===== src/hdl/mrcs_pkg.sv =====
// ----------------------------------------------------------------------------
// Modbus RTU coil slave package
// Shared types, constants and the CRC-16 byte update.
// ----------------------------------------------------------------------------
package mrcs_pkg;

    localparam logic [15:0] CRC_INIT = 16'hFFFF;
    localparam logic [15:0] CRC_POLY = 16'hA001;
    localparam logic [7:0]  FN_WRITE_COILS = 8'd15;
    localparam logic [7:0]  FN_WRITE_REGS  = 8'd16;
    localparam logic [7:0]  FN_READ_HOLD   = 8'd3;
    localparam logic [7:0]  FN_READ_INPUT  = 8'd4;
    localparam logic [7:0]  EXC_FLAG       = 8'h80;
    localparam logic [7:0]  EXC_ILLEGAL_FN = 8'd1;
    localparam logic [7:0]  EXC_ILLEGAL_ADDR = 8'd2;
    localparam logic [7:0]  EXC_CRC        = 8'd8;
    localparam logic [7:0]  CFG_SLAVE_ADDR = 8'd0;
    localparam logic [7:0]  CFG_GAP_TICKS  = 8'd1;
    localparam int          HDR_BYTES      = 9;

    // One response to be sent: header bytes, and for an echo the coil update.
    typedef struct packed {
        logic             echo;
        logic [5:0][7:0]  hdr;
        logic [15:0]      mask;
        logic [15:0]      data;
    } t_cmd;

    function automatic logic [15:0] crc_byte(input logic [15:0] crc, input logic [7:0] b);
        logic [15:0] c;
        c = crc ^ {8'h00, b};
        for (int k = 0; k < 8; k++) begin
            c = c[0] ? ((c >> 1) ^ CRC_POLY) : (c >> 1);
        end
        return c;
    endfunction

endpackage


===== src/hdl/mrcs_fifo.sv =====
// ----------------------------------------------------------------------------
// Command queue
// Two-entry queue between the frame receiver and the response sender.
// ----------------------------------------------------------------------------
module mrcs_fifo import mrcs_pkg::*; (
    input  logic i_clk,
    input  logic i_rst_n,
    input  logic i_push,
    input  t_cmd i_cmd,
    output logic o_full,
    input  logic i_pop,
    output logic o_empty,
    output t_cmd o_cmd
);
    t_cmd       r_mem [2];
    logic       r_wr;
    logic       r_rd;
    logic [1:0] r_cnt;

    assign o_full  = (r_cnt == 2'd2);
    assign o_empty = (r_cnt == 2'd0);
    assign o_cmd   = r_mem[r_rd];

    always_ff @(posedge i_clk) begin
        if (i_push) begin
            r_mem[r_wr] <= i_cmd;
        end
    end

    always_ff @(posedge i_clk) begin
        if (!i_rst_n) begin
            r_wr  <= 1'b0;
            r_rd  <= 1'b0;
            r_cnt <= 2'd0;
        end else begin
            if (i_push) r_wr <= ~r_wr;
            if (i_pop)  r_rd <= ~r_rd;
            r_cnt <= r_cnt + {1'b0, i_push} - {1'b0, i_pop};
        end
    end

    a_no_overflow: assert property (@(posedge i_clk) disable iff (!i_rst_n)
        !(i_push && o_full)) else $error("push into full queue");
    a_no_underflow: assert property (@(posedge i_clk) disable iff (!i_rst_n)
        !(i_pop && o_empty)) else $error("pop from empty queue");
    a_cnt_range: assert property (@(posedge i_clk) disable iff (!i_rst_n)
        r_cnt != 2'd3) else $error("queue count out of range");

endmodule


===== src/hdl/mrcs_front.sv =====
// ----------------------------------------------------------------------------
// Frame receiver
// Tracks line idle time, assembles request frames, checks them and queues
// one response command per frame addressed to this station.
// ----------------------------------------------------------------------------
module mrcs_front import mrcs_pkg::*; #(
    parameter int NUM_COILS = 16
) (
    input  logic       i_clk,
    input  logic       i_rst_n,
    input  logic       i_take,
    input  logic       i_kind,
    input  logic [7:0] i_rx_byte,
    input  logic [7:0] i_slave_addr,
    input  logic [7:0] i_gap_ticks,
    output logic       o_push,
    output t_cmd       o_cmd
);
    logic [7:0]  r_idle;
    logic        r_receiving;
    logic [8:0]  r_idx;
    logic [8:0]  r_exp;
    logic [15:0] r_crc;
    logic [7:0]  r_hdr [HDR_BYTES];

    logic        gap;
    logic        recv;
    logic [8:0]  idx;
    logic [8:0]  idx_n;
    logic [8:0]  exp_n;
    logic [15:0] crc_n;
    logic        done;
    logic [7:0]  byte8;
    logic [15:0] start;
    logic [15:0] qty;
    logic        bound_bad;

    assign gap   = r_idle > i_gap_ticks;
    assign recv  = gap || r_receiving;
    assign idx   = gap ? 9'd0 : r_idx;
    assign idx_n = idx + 9'd1;
    assign crc_n = crc_byte(gap ? CRC_INIT : r_crc, i_rx_byte);

    always_comb begin
        exp_n = r_exp;
        if (idx == 9'd6) begin
            if (r_hdr[1] == FN_WRITE_COILS || r_hdr[1] == FN_WRITE_REGS) begin
                exp_n = 9'd9 + {1'b0, i_rx_byte};
            end else if (r_hdr[1] == FN_READ_HOLD || r_hdr[1] == FN_READ_INPUT) begin
                exp_n = 9'd8;
            end else begin
                exp_n = 9'd7;
            end
        end
    end

    assign done = i_take && !i_kind && recv && (idx_n == exp_n);

    // The high data byte may be the closing byte of the frame itself.
    assign byte8     = (idx == 9'd8) ? i_rx_byte : r_hdr[8];
    assign start     = {r_hdr[2], r_hdr[3]};
    assign qty       = {r_hdr[4], r_hdr[5]};
    assign bound_bad = ({1'b0, start} + {1'b0, qty}) > 17'(NUM_COILS);

    always_comb begin
        o_cmd      = '0;
        o_cmd.hdr[0] = r_hdr[0];
        o_cmd.data = {byte8, r_hdr[7]};
        o_cmd.mask = (qty >= 16'd16) ? 16'hFFFF : 16'((17'd1 << qty[4:0]) - 17'd1);
        priority if (r_hdr[1] != FN_WRITE_COILS) begin
            o_cmd.hdr[1] = r_hdr[1] | EXC_FLAG;
            o_cmd.hdr[2] = EXC_ILLEGAL_FN;
        end else if (crc_n != 16'h0000) begin
            o_cmd.hdr[1] = FN_WRITE_COILS | EXC_FLAG;
            o_cmd.hdr[2] = EXC_CRC;
        end else if (bound_bad) begin
            o_cmd.hdr[1] = FN_WRITE_COILS | EXC_FLAG;
            o_cmd.hdr[2] = EXC_ILLEGAL_ADDR;
        end else begin
            o_cmd.echo   = 1'b1;
            o_cmd.hdr[1] = r_hdr[1];
            o_cmd.hdr[2] = r_hdr[2];
            o_cmd.hdr[3] = r_hdr[3];
            o_cmd.hdr[4] = r_hdr[4];
            o_cmd.hdr[5] = r_hdr[5];
        end
    end

    assign o_push = done && (r_hdr[0] == i_slave_addr);

    always_ff @(posedge i_clk) begin
        if (i_take && !i_kind && recv && idx < 9'(HDR_BYTES)) begin
            r_hdr[idx[3:0]] <= i_rx_byte;
        end
    end

    always_ff @(posedge i_clk) begin
        if (!i_rst_n) begin
            r_idle      <= 8'hFF;
            r_receiving <= 1'b0;
            r_idx       <= 9'd0;
            r_exp       <= 9'd0;
            r_crc       <= CRC_INIT;
        end else if (i_take) begin
            if (i_kind) begin
                if (r_idle != 8'hFF) r_idle <= r_idle + 8'd1;
            end else begin
                r_idle <= 8'd0;
                if (recv) begin
                    r_crc <= crc_n;
                    if (done) begin
                        r_receiving <= 1'b0;
                        r_idx       <= 9'd0;
                        r_exp       <= 9'd0;
                    end else begin
                        r_receiving <= 1'b1;
                        r_idx       <= idx_n;
                        r_exp       <= exp_n;
                    end
                end
            end
        end
    end

    a_idle_clear: assert property (@(posedge i_clk) disable iff (!i_rst_n)
        (i_take && !i_kind) |=> (r_idle == 8'd0)) else $error("idle count not cleared");
    a_len_known: assert property (@(posedge i_clk) disable iff (!i_rst_n)
        (r_receiving && r_idx > 9'd6) |-> (r_exp != 9'd0)) else $error("length unknown");

endmodule


===== src/hdl/mrcs_back.sv =====
// ----------------------------------------------------------------------------
// Response sender
// Takes one command at a time, applies the coil write and serialises the
// response with its CRC into a registered output beat.
// ----------------------------------------------------------------------------
module mrcs_back import mrcs_pkg::*; #(
    parameter int NUM_COILS = 16
) (
    input  logic        i_clk,
    input  logic        i_rst_n,
    input  logic        i_empty,
    input  t_cmd        i_cmd,
    output logic        o_pop,
    output logic        o_valid,
    input  logic        i_ready,
    output logic [7:0]  o_tx_byte,
    output logic        o_tx_last,
    output logic [15:0] o_coils,
    output logic        o_coils_updated
);
    localparam logic [15:0] CoilMask = 16'((32'd1 << NUM_COILS) - 32'd1);

    logic        r_busy;
    t_cmd        r_cmd;
    logic [2:0]  r_k;
    logic [15:0] r_crc;
    logic [15:0] r_coils;
    logic        r_valid;
    logic [7:0]  r_byte;
    logic        r_last;
    logic [15:0] r_ocoils;
    logic        r_upd;

    logic        emit;
    logic [2:0]  last_k;
    logic [7:0]  cur;

    assign o_pop  = !r_busy && !i_empty;
    assign emit   = r_busy && (!r_valid || i_ready);
    assign last_k = r_cmd.echo ? 3'd7 : 3'd4;

    always_comb begin
        if (r_k == last_k) begin
            cur = r_crc[15:8];
        end else if (r_k == last_k - 3'd1) begin
            cur = r_crc[7:0];
        end else begin
            cur = r_cmd.hdr[r_k];
        end
    end

    always_ff @(posedge i_clk) begin
        if (!i_rst_n) begin
            r_busy  <= 1'b0;
            r_valid <= 1'b0;
            r_coils <= '0;
            r_k     <= 3'd0;
            r_crc   <= CRC_INIT;
        end else begin
            if (r_valid && i_ready) r_valid <= 1'b0;
            if (o_pop) begin
                r_busy <= 1'b1;
                r_cmd  <= i_cmd;
                r_k    <= 3'd0;
                r_crc  <= CRC_INIT;
                if (i_cmd.echo) begin
                    r_coils <= ((r_coils & ~i_cmd.mask) | (i_cmd.data & i_cmd.mask)) & CoilMask;
                end
            end else if (emit) begin
                r_valid  <= 1'b1;
                r_byte   <= cur;
                r_last   <= (r_k == last_k);
                r_ocoils <= r_coils;
                r_upd    <= r_cmd.echo;
                // The CRC is frozen once its own two bytes start to go out.
                if (r_k < last_k - 3'd1) r_crc <= crc_byte(r_crc, cur);
                r_k      <= r_k + 3'd1;
                if (r_k == last_k) r_busy <= 1'b0;
            end
        end
    end

    assign o_valid         = r_valid;
    assign o_tx_byte       = r_byte;
    assign o_tx_last       = r_last;
    assign o_coils         = r_ocoils;
    assign o_coils_updated = r_upd;

    a_k_range: assert property (@(posedge i_clk) disable iff (!i_rst_n)
        r_busy |-> (r_k <= last_k)) else $error("response index overrun");
    a_coil_range: assert property (@(posedge i_clk) disable iff (!i_rst_n)
        (r_coils & ~CoilMask) == 16'h0000) else $error("coil beyond range set");

endmodule


===== src/hdl/modbus_rtu_coil_slave.sv =====
// ----------------------------------------------------------------------------
// Modbus RTU coil slave, top level
// Accepts one input beat (received byte or millisecond tick) every cycle
// while the two-entry command queue has room; the input side stalls only
// when both entries are taken. Response beats leave one per cycle from the
// sender's output register while the receiver is ready; a response is 8
// (echo) or 5 (exception) bytes, and the sender first loads the command.
// Configuration is always ready.
// ----------------------------------------------------------------------------
module modbus_rtu_coil_slave import mrcs_pkg::*; #(
    parameter int NUM_COILS = 16
) (
    input  logic        i_clk,
    input  logic        i_rst_n,
    input  logic        i_valid,
    output logic        o_ready,
    input  logic        i_kind,
    input  logic [7:0]  i_rx_byte,
    output logic        o_valid,
    input  logic        i_ready,
    output logic [7:0]  o_tx_byte,
    output logic        o_tx_last,
    output logic [15:0] o_coils,
    output logic        o_coils_updated,
    input  logic        i_cfg_valid,
    output logic        o_cfg_ready,
    input  logic [7:0]  i_cfg_index,
    input  logic [7:0]  i_cfg_data
);
    logic [7:0] r_slave_addr;
    logic [7:0] r_gap_ticks;
    logic       push;
    logic       pop;
    logic       full;
    logic       empty;
    t_cmd       cmd_in;
    t_cmd       cmd_out;

    assign o_cfg_ready = 1'b1;
    assign o_ready     = !full;

    always_ff @(posedge i_clk) begin
        if (!i_rst_n) begin
            r_slave_addr <= 8'd1;
            r_gap_ticks  <= 8'd2;
        end else if (i_cfg_valid) begin
            if (i_cfg_index == CFG_SLAVE_ADDR) r_slave_addr <= i_cfg_data;
            if (i_cfg_index == CFG_GAP_TICKS)  r_gap_ticks  <= i_cfg_data;
        end
    end

    mrcs_front #(.NUM_COILS(NUM_COILS)) u_front (
        .i_clk        (i_clk),
        .i_rst_n      (i_rst_n),
        .i_take       (i_valid && !full),
        .i_kind       (i_kind),
        .i_rx_byte    (i_rx_byte),
        .i_slave_addr (r_slave_addr),
        .i_gap_ticks  (r_gap_ticks),
        .o_push       (push),
        .o_cmd        (cmd_in)
    );

    mrcs_fifo u_fifo (
        .i_clk   (i_clk),
        .i_rst_n (i_rst_n),
        .i_push  (push),
        .i_cmd   (cmd_in),
        .o_full  (full),
        .i_pop   (pop),
        .o_empty (empty),
        .o_cmd   (cmd_out)
    );

    mrcs_back #(.NUM_COILS(NUM_COILS)) u_back (
        .i_clk           (i_clk),
        .i_rst_n         (i_rst_n),
        .i_empty         (empty),
        .i_cmd           (cmd_out),
        .o_pop           (pop),
        .o_valid         (o_valid),
        .i_ready         (i_ready),
        .o_tx_byte       (o_tx_byte),
        .o_tx_last       (o_tx_last),
        .o_coils         (o_coils),
        .o_coils_updated (o_coils_updated)
    );

endmodule


===== config.mk =====
export PLATFORM = sky130hd
export DESIGN_NAME = modbus_rtu_coil_slave
export DESIGN_NICKNAME = d
export VERILOG_FILES = /design/src/hdl/mrcs_pkg.sv /design/src/hdl/mrcs_fifo.sv /design/src/hdl/mrcs_front.sv /design/src/hdl/mrcs_back.sv /design/src/hdl/modbus_rtu_coil_slave.sv
export SDC_FILE = /design/constraint.sdc
export NUM_CORES = 1
export LEC_CHECK = 0
export BUFFER_PORTS_ARGS = -buffer_cell sky130_fd_sc_hd__buf_2
export CORE_MARGIN = 8
export CORE_UTILIZATION = 25
export DETAILED_ROUTE_END_ITERATION = 16
export HOLD_SLACK_MARGIN = 0.06
export PLACE_DENSITY = 0.51
export SLEW_MARGIN = 20
export SYNTH_ARGS = -nofsm -noshare
export SYNTH_HDL_FRONTEND = slang
export SYNTH_SLANG_ARGS = --single-unit

===== constraint.sdc =====
create_clock -name i_clk -period 9 [get_ports i_clk]
set_input_delay 0.9 -clock i_clk [delete_from_list [all_inputs] [get_ports i_clk]]
set_output_delay 0.9 -clock i_clk [all_outputs]
set_load 0.05 [all_outputs]

==> Word-level counts from Yosys, hierarchy flattened <==
Memory sizes are Yosys's and may differ from the RTL's. A register that Yosys moved wholly into a read port is not among the register bits.
Index checks and enable logic that the tools add are counted.
{ "word_totals": {"ff_bits": 175, "latchBits": 0, "ramBits": 234, "rom_bits": 0, "input_bits": 30, "wordCells": 170, "mem_count": 2} }
{ "mem_list": {"columns": ["memory", "depth", "word_bits", "rd", "rd_clocked_by_memory_dff", "write_ports", "line", "text"], "rows": [
  ["u_fifo.r_mem", 2, 81, 1, 1, 1, "mrcs_fifo.sv:15", "t_cmd r_mem [2];"],
  ["u_front.r_hdr", 9, 8, 8, 0, 1, "mrcs_front.sv:24", "logic [7:0] r_hdr [HDR_BYTES];"]
]} }
{ "classes": {"addsub": 9, "multipliers": 0, "div_mod_pow": 0, "order_cmp": 6, "eq_ne": 15, "shifts": 1, "n_mux": 51, "n_bitwise": 27, "reduce_logical": 33} }
{ "ops": {"columns": ["cell", "n"], "rows": [
  ["2-to-1 mux 16 bit", 21],
  ["2-to-1 mux 25 bit", 3],
  ["2-to-1 mux 8 bit", 6],
  ["NOT 2 -> 3 bit", 16],
  ["2-to-1 mux 9 bit", 5],
  ["AND 16 bit", 2],
  ["XOR 16 x 8 -> 16 bit", 2],
  ["binary-select mux 8 bit (select 3 bit)", 1],
  ["adder 16 x 16 -> 17 bit", 1],
  ["> comparator 17 x 5 -> 1 bit (second input constant)", 1],
  [">= comparator 16 x 5 -> 1 bit (second input constant)", 1],
  ["NOT 16 bit", 1],
  ["OR 16 bit", 1],
  ["nonzero test 16 bit", 1],
  ["left shift 1 x 5 -> 16 bit (first input constant)", 1],
  ["subtractor 16 x 1 -> 16 bit (second input constant)", 1],
  ["AND reduction 2 bit", 7],
  ["2-to-1 mux 1 bit", 13],
  ["adder 4 x 8 -> 9 bit (first input constant)", 1],
  ["adder 9 x 1 -> 9 bit (second input constant)", 1],
  ["== test 9 x 3 -> 1 bit (second input constant)", 1],
  ["== test 9 x 4 -> 1 bit (second input constant)", 1],
  ["== test 9 bit", 1],
  ["logical AND 1 bit", 9],
  ["30 further kinds", 44]
]} }

==> Logic depth before layout (Yosys ltp) <==
Gate-level depths: netlist of the first run.
{ "depth": {"ltp_word": 22, "ltp_mapped": 27, "depth_no_buf": 23} }

==> Cells and area by module <==
From an unflattened synthesis of the first run, not the netlist that was laid out.
{ "unflattened": {"hier_cells": 1573, "area_unflattened_um2": 19299.8} }
{ "by_module_without_submodules": {"columns": ["mod", "n_inst", "cells_each", "area_per_inst_um2", "seq_area_each_um2"], "rows": [
  ["mrcs_front", 1, 828, 7372.1, 2782.7],
  ["mrcs_fifo", 1, 273, 6473.7, 4964.8],
  ["mrcs_back", 1, 399, 4769.6, 2992.9],
  ["modbus_rtu_coil_slave", 1, 73, 684.4, 320.3]
]} }

==> Least setup slack after synthesis of the first run <==
OpenSTA, ideal clock, no wires.
{ "synth_path": {"path_kind": "register to register", "start": "register r_gap_ticks[1]", "end": "memory u_fifo.r_mem[0][0] in the netlist's numbering, enable pin", "arrival_time_ns": 7.225, "t_required_ns": 8.479, "setup_slack_ns": 1.253, "stages_incl_launch_ff": 23, "synth_period_minus_slack_ns": 7.747, "path_cell_list": "dfxtp_1 > inv_1 > ha_1 > nor2b_1 > o211ai_1 > a211oi_1 > nor2_1 > clkbuf_1 > nand2_1 > inv_1 > ha_1 > clkbuf_1 > nand3_1 > xor2_1 > nor4_1 > a21oi_1 > o2111ai_1 > a2111oi_2 > and4_1 > buf_6 > buf_12 > nand3_4 > nor2_1"} }
{ "synth_between": {"elab_chain_len": 9, "word_cells_on_any_way": 12, "cone_classes": "add/sub (1); order compare (1); eq/ne (2); mux (4); reduce/logical (4)"} }
{ "synth_rtl": {"columns": ["item", "line", "text"], "rows": [
  ["from (decl)", "modbus_rtu_coil_slave.sv:31", "logic [7:0] r_gap_ticks;"],
  ["from (signal assigned)", "modbus_rtu_coil_slave.sv:48", "if (i_cfg_index == CFG_GAP_TICKS) r_gap_ticks <= i_cfg_data;"],
  ["> comparator 8 bit *", "mrcs_front.sv:38", "assign gap = r_idle > i_gap_ticks;"],
  ["parallel branches: the longest is 4 deep, another holds adder 9 x 1 -> 9 bit", null, null],
  ["logical AND 1 bit *", "mrcs_front.sv:57", "assign done = i_take && !i_kind && recv && (idx_n == exp_n);"],
  ["logical AND 1 bit *", "mrcs_front.sv:89", "assign o_push = done && (r_hdr[0] == i_slave_addr);"],
  ["2-to-1 mux 1 bit *", "mrcs_fifo.sv:25", "if (i_push) begin"],
  ["2-to-1 mux 1 bit (not written as such) *", "mrcs_fifo.sv:26", "r_mem[r_wr] <= i_cmd;"],
  ["to (decl)", "mrcs_fifo.sv:15", null]
]} }
Mark *: on every way between the ends.

==> Worst setup path after layout of the first run <==
{ "layout_path": {"start": "register r_gap_ticks[1]", "end": "memory u_fifo.r_mem[1][61] in the netlist's numbering, enable pin"} }
Same word-level chain as after synthesis.

==> out/qor.csv, run 1 <==
metric,value,unit
ir_worst_vdd,0.1377,mV
slew_violations,0,
syn-cell-area,17530,µm²
dpl_worst_slack,2.931,ns
synth_top_area_cell,edfxtp_1,
drive_gt1_share,16.54,%
setup_ws,2.915,ns
fin_crit_sh,67.61,%
clock_sinks,402,
antenna_found_initial,2,
worst_pin_slew,1.119,ns
num_io_pins,59,
path_max_fanout,81,
place_congestion,0.7786,
cts_hold_buffers,0,
hold_class,register to register,
fmax,0.1643,GHz
antenna_left,0,
wl_met3,1388,µm
cts-root-buf,clkbuf_16,
crit_path_cell_trace,inv_1 > ha_1 > nor2b_1 > o211ai_1 > a211oi_1 > nor2_1 > nand2_1 > inv_1 > ha_1 > nand3_1 > xor2_1 > nor4_1 > a21oi_1 > o2111ai_1 > a2111oi_2 > and4_1 > nand3_4 > nor2_4 > buf_6,
fp.dieH,280.8,µm
drtIter0Drc,584,
wl,39350,µm
crit_slowest_cell,a211oi_1,
maxCapViolations,0,
clk_latency,0.57,ns
reg2reg_setup_slack,2.92,ns
synth.yosys.seq_area_share,63.11,%
top_layer,met5,
power_density,251.8,nW/µm²
synthArstFlopShare,0,%
min_period,6.085,ns
yosysTopAreaCellShare,51.57,%
cts_setup_buffers,0,
cts.clk_slew.worst_paths,0.06,ns
dieArea,78830,µm²
drc,0,
start_util,25.16,%
cts_tree,yes,
synth_nets,1423,
status,"finished, final reports clean",
critPathBufInv,3,
via_per_inst,4.354,
fin_hold_ws,0.4321,ns
grt_pass1_wl,61210,µm
drtPass1Iterations,5,
hold_viol_final,0,
setup_viol,0,
synth_cell_type_count,74,
synth-edff-count,301,
slew_headroom,24.85,%
cp-start-kind,register,
wl_met2,19360,µm
num-nets-final,1461,
h-tree-depth,2,
yosys-top-cells-count,"edfxtp_1 (301), nor2_1 (109), nand2_1 (102)",
cp.arrival,6.26,ns
synth.most_common_cell,edfxtp_1,
dp_cells,2289,
setup_tns,0,ns
grt-ovfl-total,0,
synth.area.top_cells,"edfxtp_1 (52%), dfxtp_1 (12%), mux2_2 (4.2%)",
row_count,97,
io_buffers,57,
cp.required,9.18,ns
ctsLongestPathBuffers,3,
cp_slowest_stage_delay,0.88,ns
grt_max_degree,82,
coreArea,69660,µm²
critical-path-top-delay-family,simple AND/OR/NAND/NOR gates,
ys.flop_type,edfxtp_1,
critical_path_class,register to register,
ys_warn_count,0,
hpwl,26430,µm
grt_pass1_vias,10510,
clock_skew,0.02600,ns
via_count,10310,
rsz0062_at_grt,no,
n_fill_cell,7082,
cts_made_buffers,43,
cts_resized,0,
wl_met1,17950,µm
synthCells,1356,
wl_per_cell,16.62,µm
area_growth,15.39,%
synth-seq-cells,402,
die_w,280.8,µm
critPathCaptureType,register,
fin_cells,2368,
leakagePower,6.687,nW
grt_use_total,9.850,%
avgSynthCellArea,12.93,µm²
finish.utilization,29.03,%
area by class of cell:
type                    count  area [µm²]  area share, %
well taps                 940        1176          5.815
clock buffers              56        1176          5.815
inverters                  31       116.4         0.5754
multi-input cells         847        6062          29.97
diodes                      1       2.502        0.01237
flip-flops and latches    402       11070          54.71
clock inverters            22       242.7          1.200
repair buffers             69       382.9          1.893
cell usage in the layout, fill, tap and decap left out, types with 4 or more instances in the layout:
cell	Yosys	final
bufinv_16	0	5
buf_4	1	10
clkinv_2	0	9
or4_1	4	4
mux2_2	66	66
a2bb2oi_1	5	5
clkbuf_16	0	44
and2_1	49	49
nand4_1	9	9
o32ai_2	4	4
mux2i_1	55	55
buf_2	5	57
o211ai_1	25	25
and3_1	10	10
a21oi_1	33	33
o21bai_1	4	4
nand3_1	32	32
mux4_2	8	8
a21o_1	4	4
clkbuf_1	58	9
nand2b_1	4	4
a211oi_1	18	18
ha_1	36	36
nor2_1	109	104
nor4_1	14	14
or3_1	13	13
a221oi_1	6	6
nor3_1	18	18
edfxtp_1	301	301
xor2_1	37	37
o21ai_0	58	57
or2_2	5	5
inv_1	30	29
nor2b_1	7	7
dfxtp_1	101	99
nand2_1	102	102
clkinv_1	1	7
xnor2_1	61	61
path summary, 6_finish.rpt:
check                  from             endpoint  cells past startpoint
min                register    u_back.o_coils[2]                      0
max          r_gap_ticks[1]  u_fifo.r_mem[1][61]                     19
min reg2reg        register    u_back.o_coils[2]                      0
max reg2reg  r_gap_ticks[1]  u_fifo.r_mem[1][61]                     19
layer usage:
layer  GRT usage, %  vias up
li1               -     5045
met1          12.64     5072
met2          16.84      149
met3          1.909       43
met4          2.646        2
met5              0        -
logic make-up (layout without fill, tap and decap cells):
kind of cell / Yosys count / after routing / synth area share, %
AO/OA/AOI/OAI: 190 / 190 / 7.332
XOR/XNOR: 98 / 98 / 4.897
adder cells (fa/ha/maj): 37 / 37 / 2.684
buffers and inverters: 107 / 178 / 2.484
flip-flops: 402 / 402 / 63.11
multiplexers: 130 / 130 / 8.495
other: 1 / 2 / 0.02140
AND/OR/NAND/NOR: 391 / 391 / 10.98
flip-flops by register name (all words and copies together), names as in the netlist, 2 cells and up, named ones only:
register,count
u_back.r_k,3
u_front.r_idle,8
u_front.r_exp,9
r_slave_addr,8
u_front.r_hdr,64
u_back.r_crc,16
u_front.r_idx,9
u_fifo.r_mem,162
u_back.o_tx_byte,8
u_fifo.r_cnt,2
u_back.o_coils,16
r_gap_ticks,8
u_front.r_crc,16
u_back.r_cmd,49
report_power, final:
part	switching, W	leakage, nW	total, W	internal (W)
sequential	0.000124	3.47	0.00230	0.00218
combinational	0.000591	2.51	0.00102	0.000427
clock	0.000711	0.701	0.00177	0.00106
metrics by stage:
step	power, W	area [µm²]
6_report	0.005093	20220
5_1_grt	0.005358	20220
4_1_cts	0.005172	20220
3_5_place_dp	0.003375	18800
3_3_place_gp	0.003367	18790
2_1_floorplan	0.003120	17530
No activity file was read; power rests on OpenSTA's default activity.
==> inputs of run 2 (changes only) <==
clock period = 6.25 ns   (was 9 ns; I/O delays follow)
==> run 2 against run 1 <==
  * Clock skew down 0.011 ns
  * Hold slack got worse by 0.11 ns
  * Power is 49% higher
  * Combinational power increased by 46%
  * Critical path type unchanged
  * Largest power group unchanged
==> out/qor.csv, run 2 (synthesis gave the netlist of run 1 again) <==
metric,value,unit
crit_slowest_cell,nor2_1,
clock_sinks,402,
hold_viol_final,0,
cp.arrival,5.56,ns
antenna_left,0,
seqCellArea,11060,µm²
largest_reg_flops,162,
place_congestion,0.7937,
cts_made_buffers,46,
antenna_found_initial,3,
power_density,370.0,nW/µm²
die_w,280.8,µm
grt-ovfl-total,0,
wl_per_cell,16.59,µm
r2r-end,u_fifo.r_mem[1][67],
clock_skew,0.01486,ns
worstHoldStart,i_cfg_data[5],
fin_crit_sh,84.89,%
critical-path-top-delay-family,simple AND/OR/NAND/NOR gates,
drtIter0Drc,498,
path_max_fanout,26,
setup_tns,0,ns
critPathBufInv,4,
slew_violations,0,
grt_max_degree,55,
cts-root-buf,clkbuf_16,
layout_commonest_cell,edfxtp_1,
area_growth,16.88,%
cts_setup_buffers,0,
fin_cells,2378,
whs_endpoint,r_slave_addr[5],
r2r-start,r_gap_ticks[7],
ctsLongestPathBuffers,3,
slew_headroom,27.51,%
hpwl,27010,µm
cp.required,6.51,ns
grt_use_total,9.928,%
cts_resized,0,
multi_input_area,6061,µm²
mostFrequentLayoutCells,"edfxtp_1 (301), nor2_1 (105), nand2_1 (102), dfxtp_1 (100), mux2_2 (66)",
regMostFlops,u_fifo.r_mem,
start_util,25.16,%
maxCapViolations,0,
io_buffers,57,
fmax,0.1885,GHz
critPathCaptureType,register,
cp-start-kind,register,
hold_class,input pin to register,
drtPass1Iterations,5,
wl,39450,µm
critical_path_class,register to register,
reg2reg_setup_slack,0.94,ns
cts_hold_buffers,0,
clk_latency,0.56,ns
grt_pass1_vias,10460,
ir_worst_vdd,0.1742,mV
reg2regPathDepth,20,
diodes,0,
n_fill_cell,7015,
rsz0062_at_grt,no,
row_count,97,
dieArea,78830,µm²
cts_tree,yes,
drc,0,
min_period,5.305,ns
fp.dieH,280.8,µm
dp_cells,2292,
num-nets-final,1467,
worst_pin_slew,1.083,ns
power,0.007579,W
h-tree-depth,2,
cp_slowest_stage_delay,0.58,ns
cts.clk_slew.worst_paths,0.06,ns
worstHoldPathCells,3,
drive_gt1_share,17.04,%
setup_viol,0,
via_per_inst,4.351,
status,"finished, final reports clean",
grt_pass1_wl,61610,µm
via_count,10350,
coreArea,69660,µm²
crit_path_cell_trace,inv_1 > ha_1 > nand4_1 > nor2_1 > a211oi_1 > buf_4 > nor2_1 > nand2_1 > inv_1 > ha_1 > nand3_1 > xor2_1 > nor4_1 > a21oi_1 > o2111ai_1 > a2111oi_2 > and4_1 > nand3_4 > nor2_4 > buf_12,
leakagePower,6.784,nW
num_io_pins,59,
run 2: cell types whose count changed in the layout (fill, tap and decap cells not counted), moves of 2 or more:
cell | before | now
buf_6 | 2 | 0
clkbuf_8 | 3 | 1
clkinvlp_4 | 0 | 4
clkbuf_16 | 44 | 50
buf_12 | 0 | 6
clkinv_4 | 0 | 2
clkinv_2 | 9 | 6
run 2: power breakdown:
group	internal (W)	switching, W	total [W]	leakage (nW)
logic	0.000616	0.000871	0.00149	2.54
clock network	0.00172	0.00107	0.00279	0.767
registers	0.00313	0.000166	0.00330	3.47
run 2: worst max path at each step:
stage | slack [ns] | start | cells after the start | endpoint
floorplan | -0.14 | r_gap_ticks[1] | 22 | u_fifo.r_mem[0][0]
global placement | 1.06 | r_gap_ticks[1] | 19 | u_fifo.r_mem[1][31]
detailed placement | 0.93 | r_gap_ticks[1] | 20 | u_fifo.r_mem[0][71]
CTS | 0.92 | r_gap_ticks[7] | 20 | u_fifo.r_mem[1][29]
global route | 0.47 | r_gap_ticks[7] | 19 | u_fifo.r_mem[0][67]
finish | 0.94 | r_gap_ticks[7] | 20 | u_fifo.r_mem[1][67]
run 2: layout make-up:
class,count,area share (%)
timing repair buffer,72,2.309
inverter,31,0.5742
clock inverter,25,1.417
tap,940,5.742
multi-input combinational,847,29.59
clock buffer,61,6.358
sequential,402,54.01
run 2: layer usage:
metal / vias to the layer above / GRT usage, % / part of all wire, %
met4: 0 / 2.461 / 1.7
li1: 5079 / - / -
met2: 175 / 17.00 / 49
met5: - / 0 / 0
met3: 51 / 1.967 / 3.8
met1: 5042 / 12.77 / 46
run 2: worst min-delay path: stages:
cell and delay, ns:
buf_2 0.09, mux2i_1 0.06, nor2_1 0.07
run 2: metrics by stage:
stage / hold WS, ns / utilization, % / instance area (µm²) / worst slack [ns]
floorplan: 0.4090 / - / 17530 / -0.1363
finish: 0.3246 / 29.40 / 20480 / 0.9447
global placement: 0.4204 / 27.11 / 18890 / 1.056
global route: 0.3089 / 29.40 / 20480 / 0.4702
CTS: 0.2858 / 29.40 / 20480 / 0.9239
detailed placement: 0.4218 / 27.11 / 18890 / 0.9312
==> inputs of run 3 (changes only) <==
ABC_AREA = 1   (was not set)
PLACE_DENSITY = 0.52   (was 0.51)
clock period = 4.5 ns   (was 6.25 ns; I/O delays follow)
==> run 3 against run 2 <==
  * Hold slack lost 0.22 ns
  * Combinational power up 54%
  * Core utilization shrank 0.33 points
  * Routed wire length rose by 11%
  * Non-clock buffer count rose by 7
  * Synthesized area is 4.4% higher
  * Largest power group unchanged
==> out/qor.csv, run 3 <==
metric,value,unit
ys.flop_type,edfxtp_1,
cts_tree,yes,
yosys-top-cells-count,"nand2_1 (408), edfxtp_1 (301), inv_1 (199)",
grt_use_total,10.55,%
critPathCaptureType,register,
drtPass1Iterations,5,
io_buffers,57,
start_util,25.18,%
hpwl,30720,µm
yosysTopAreaCellShare,49.38,%
grt_pass1_wl,69800,µm
antenna_found_initial,2,
drive_gt1_share,14.91,%
clk_latency,0.56,ns
wl_per_cell,15.40,µm
reg2reg_setup_slack,0.53,ns
num-nets-final,1918,
syn-cell-area,18310,µm²
ys_warn_count,0,
grt_max_degree,64,
synth-edff-count,301,
clock_sinks,402,
slew_headroom,39.98,%
die_w,286.6,µm
wl,43810,µm
setup_viol,0,
ir_worst_vdd,0.2643,mV
ctsLongestPathBuffers,3,
cts_setup_buffers,0,
synth.area.top_cells,"edfxtp_1 (49%), dfxtp_1 (11%), nand2_1 (8.4%)",
maxCapViolations,0,
fmax,0.2521,GHz
hold_viol_final,0,
fin_crit_sh,88.14,%
worst_pin_slew,0.8905,ns
cts_hold_buffers,0,
row_count,99,
synthCells,1785,
drtIter0Drc,738,
cts_made_buffers,45,
synth_nets,1852,
cts_resized,0,
clock_skew,0.01959,ns
min_period,3.967,ns
setup_tns,0,ns
grt-ovfl-total,0,
cts-root-buf,clkbuf_16,
rsz0062_at_grt,no,
power_density,494.0,nW/µm²
mostFrequentLayoutCells,"nand2_1 (408), edfxtp_1 (301), inv_1 (198), nand3_1 (120), nor2_1 (103)",
num_io_pins,59,
coreArea,72710,µm²
synth.yosys.seq_area_share,60.42,%
fp.dieH,286.6,µm
h-tree-depth,2,
n_fill_cell,7509,
status,"finished, final reports clean",
via_per_inst,4.338,
place_congestion,0.8722,
leakagePower,8.019,nW
avgSynthCellArea,10.25,µm²
grt_pass1_vias,12610,
layout_commonest_cell,nand2_1,
path_max_fanout,10,
critical_path_class,register to register,
synth_cell_type_count,49,
cp-start-kind,register,
hold_class,input pin to register,
regMostFlops,u_fifo.r_mem,
area_growth,15.50,%
synthArstFlopShare,0,%
antenna_left,0,
synth.most_common_cell,nand2_1,
cp.required,4.99,ns
synth_top_area_cell,edfxtp_1,
cp.arrival,4.45,ns
via_count,12340,
finish.utilization,29.08,%
slew_violations,0,
drc,0,
dieArea,82130,µm²
synth-seq-cells,402,
cts.clk_slew.worst_paths,0.06,ns
largest_reg_flops,162,
-- run 3: cell types whose count changed after synthesis, moves of 18 or more --
cell	change
xnor2_1	-46
mux2i_1	-55
nor2_2	+26
nand2_1	+306
clkbuf_1	-18
nand3_1	+88
and2_1	-48
inv_1	+169
a21oi_1	+60
o21ai_0	+28
-- run 3: metal layers --
layer | up-vias | routed length, µm | GRT usage, %
met2 | 192 | 21660 | 18.40
met5 | - | 13 | 0
met4 | 2 | 956 | 2.869
met3 | 72 | 1537 | 2.056
li1 | 6190 | - | -
met1 | 5887 | 19640 | 13.20
-- run 3: worst max-delay path, stage by stage (launching register included) --
cell	delay, ns
dfxtp_1	0.31
inv_1	0.05
ha_1	0.30
a21o_1	0.18
nor2_1	0.12
nand2_1	0.08
nand2_2	0.12
nand2_1	0.13
inv_1	0.11
ha_1	0.17
inv_1	0.09
nor2_4	0.25
nand3_2	0.24
nand2_1	0.15
nand2_1	0.08
nand2_1	0.08
nand2_1	0.05
nor2_1	0.10
nand2_1	0.06
nor2_2	0.14
nand3_2	0.13
ha_1	0.31
inv_1	0.06
ha_1	0.15
xor2_1	0.18
o21ai_0	0.09
a21oi_1	0.14
-- run 3: cells by family (layout without fill, tap and decap cells) --
kind of cell | count (synthesis) | after routing | share of synthesized area (%)
adders and majority gates | 37 | 37 | 2.570
AOI/OAI and AO/OA | 221 | 221 | 6.596
other | 1 | 2 | 0.02049
DFF | 402 | 402 | 60.42
xor gates and xnor gates | 40 | 40 | 1.955
buffers and inverters | 266 | 366 | 5.824
and+or+nand+nor | 737 | 737 | 17.63
muxes | 81 | 81 | 4.983
-- run 3: report_power, final --
group,switching (W),internal (W),total (W),leakage (nW)
Sequential,0.000226,0.00437,0.00459,3.47
Combinational,0.00151,0.000780,0.00229,3.86
Clock,0.00143,0.00213,0.00356,0.695
Total,0.00317,0.00727,0.0104,8.02
-- run 3: final timing paths --
path | startpoint | endpoint | cells past startpoint
max reg2reg | r_gap_ticks[7] | u_fifo.r_cnt[1] | 26
min | i_cfg_data[0] | r_slave_addr[0] | 3
max | r_gap_ticks[7] | u_fifo.r_cnt[1] | 26
min reg2reg | register | u_back.o_coils[10] | 0
-- run 3: layout make-up --
class                           count  area, µm²  share of cell area, %
Inverter                          206      777.0                  3.675
Antenna cell                        1      2.502                0.01184
Sequential cell                   402      11060                  52.33
Clock buffer                       53       1166                  5.516
Tap cell                          959       1200                  5.676
Clock inverter                     28      252.7                  1.195
Multi-Input combinational cell   1117       6203                  29.34
Timing Repair Buffer               79      475.5                  2.249
-- run 3: metrics by stage --
stage,instances,area (µm²),total power (W),hold WS (ns),setup slack (ns)
2_1_floorplan,1785,18320,0.006331,0.4086,0.004160
3_3_place_gp,2763,19720,0.006945,0.4218,0.7026
3_5_place_dp,2763,19720,0.006986,0.4196,0.5914
4_1_cts,2844,21140,0.01059,0.06931,0.5418
5_1_grt,2844,21140,0.01104,0.08721,0.09294
6_report,2845,21140,0.01044,0.1090,0.5335
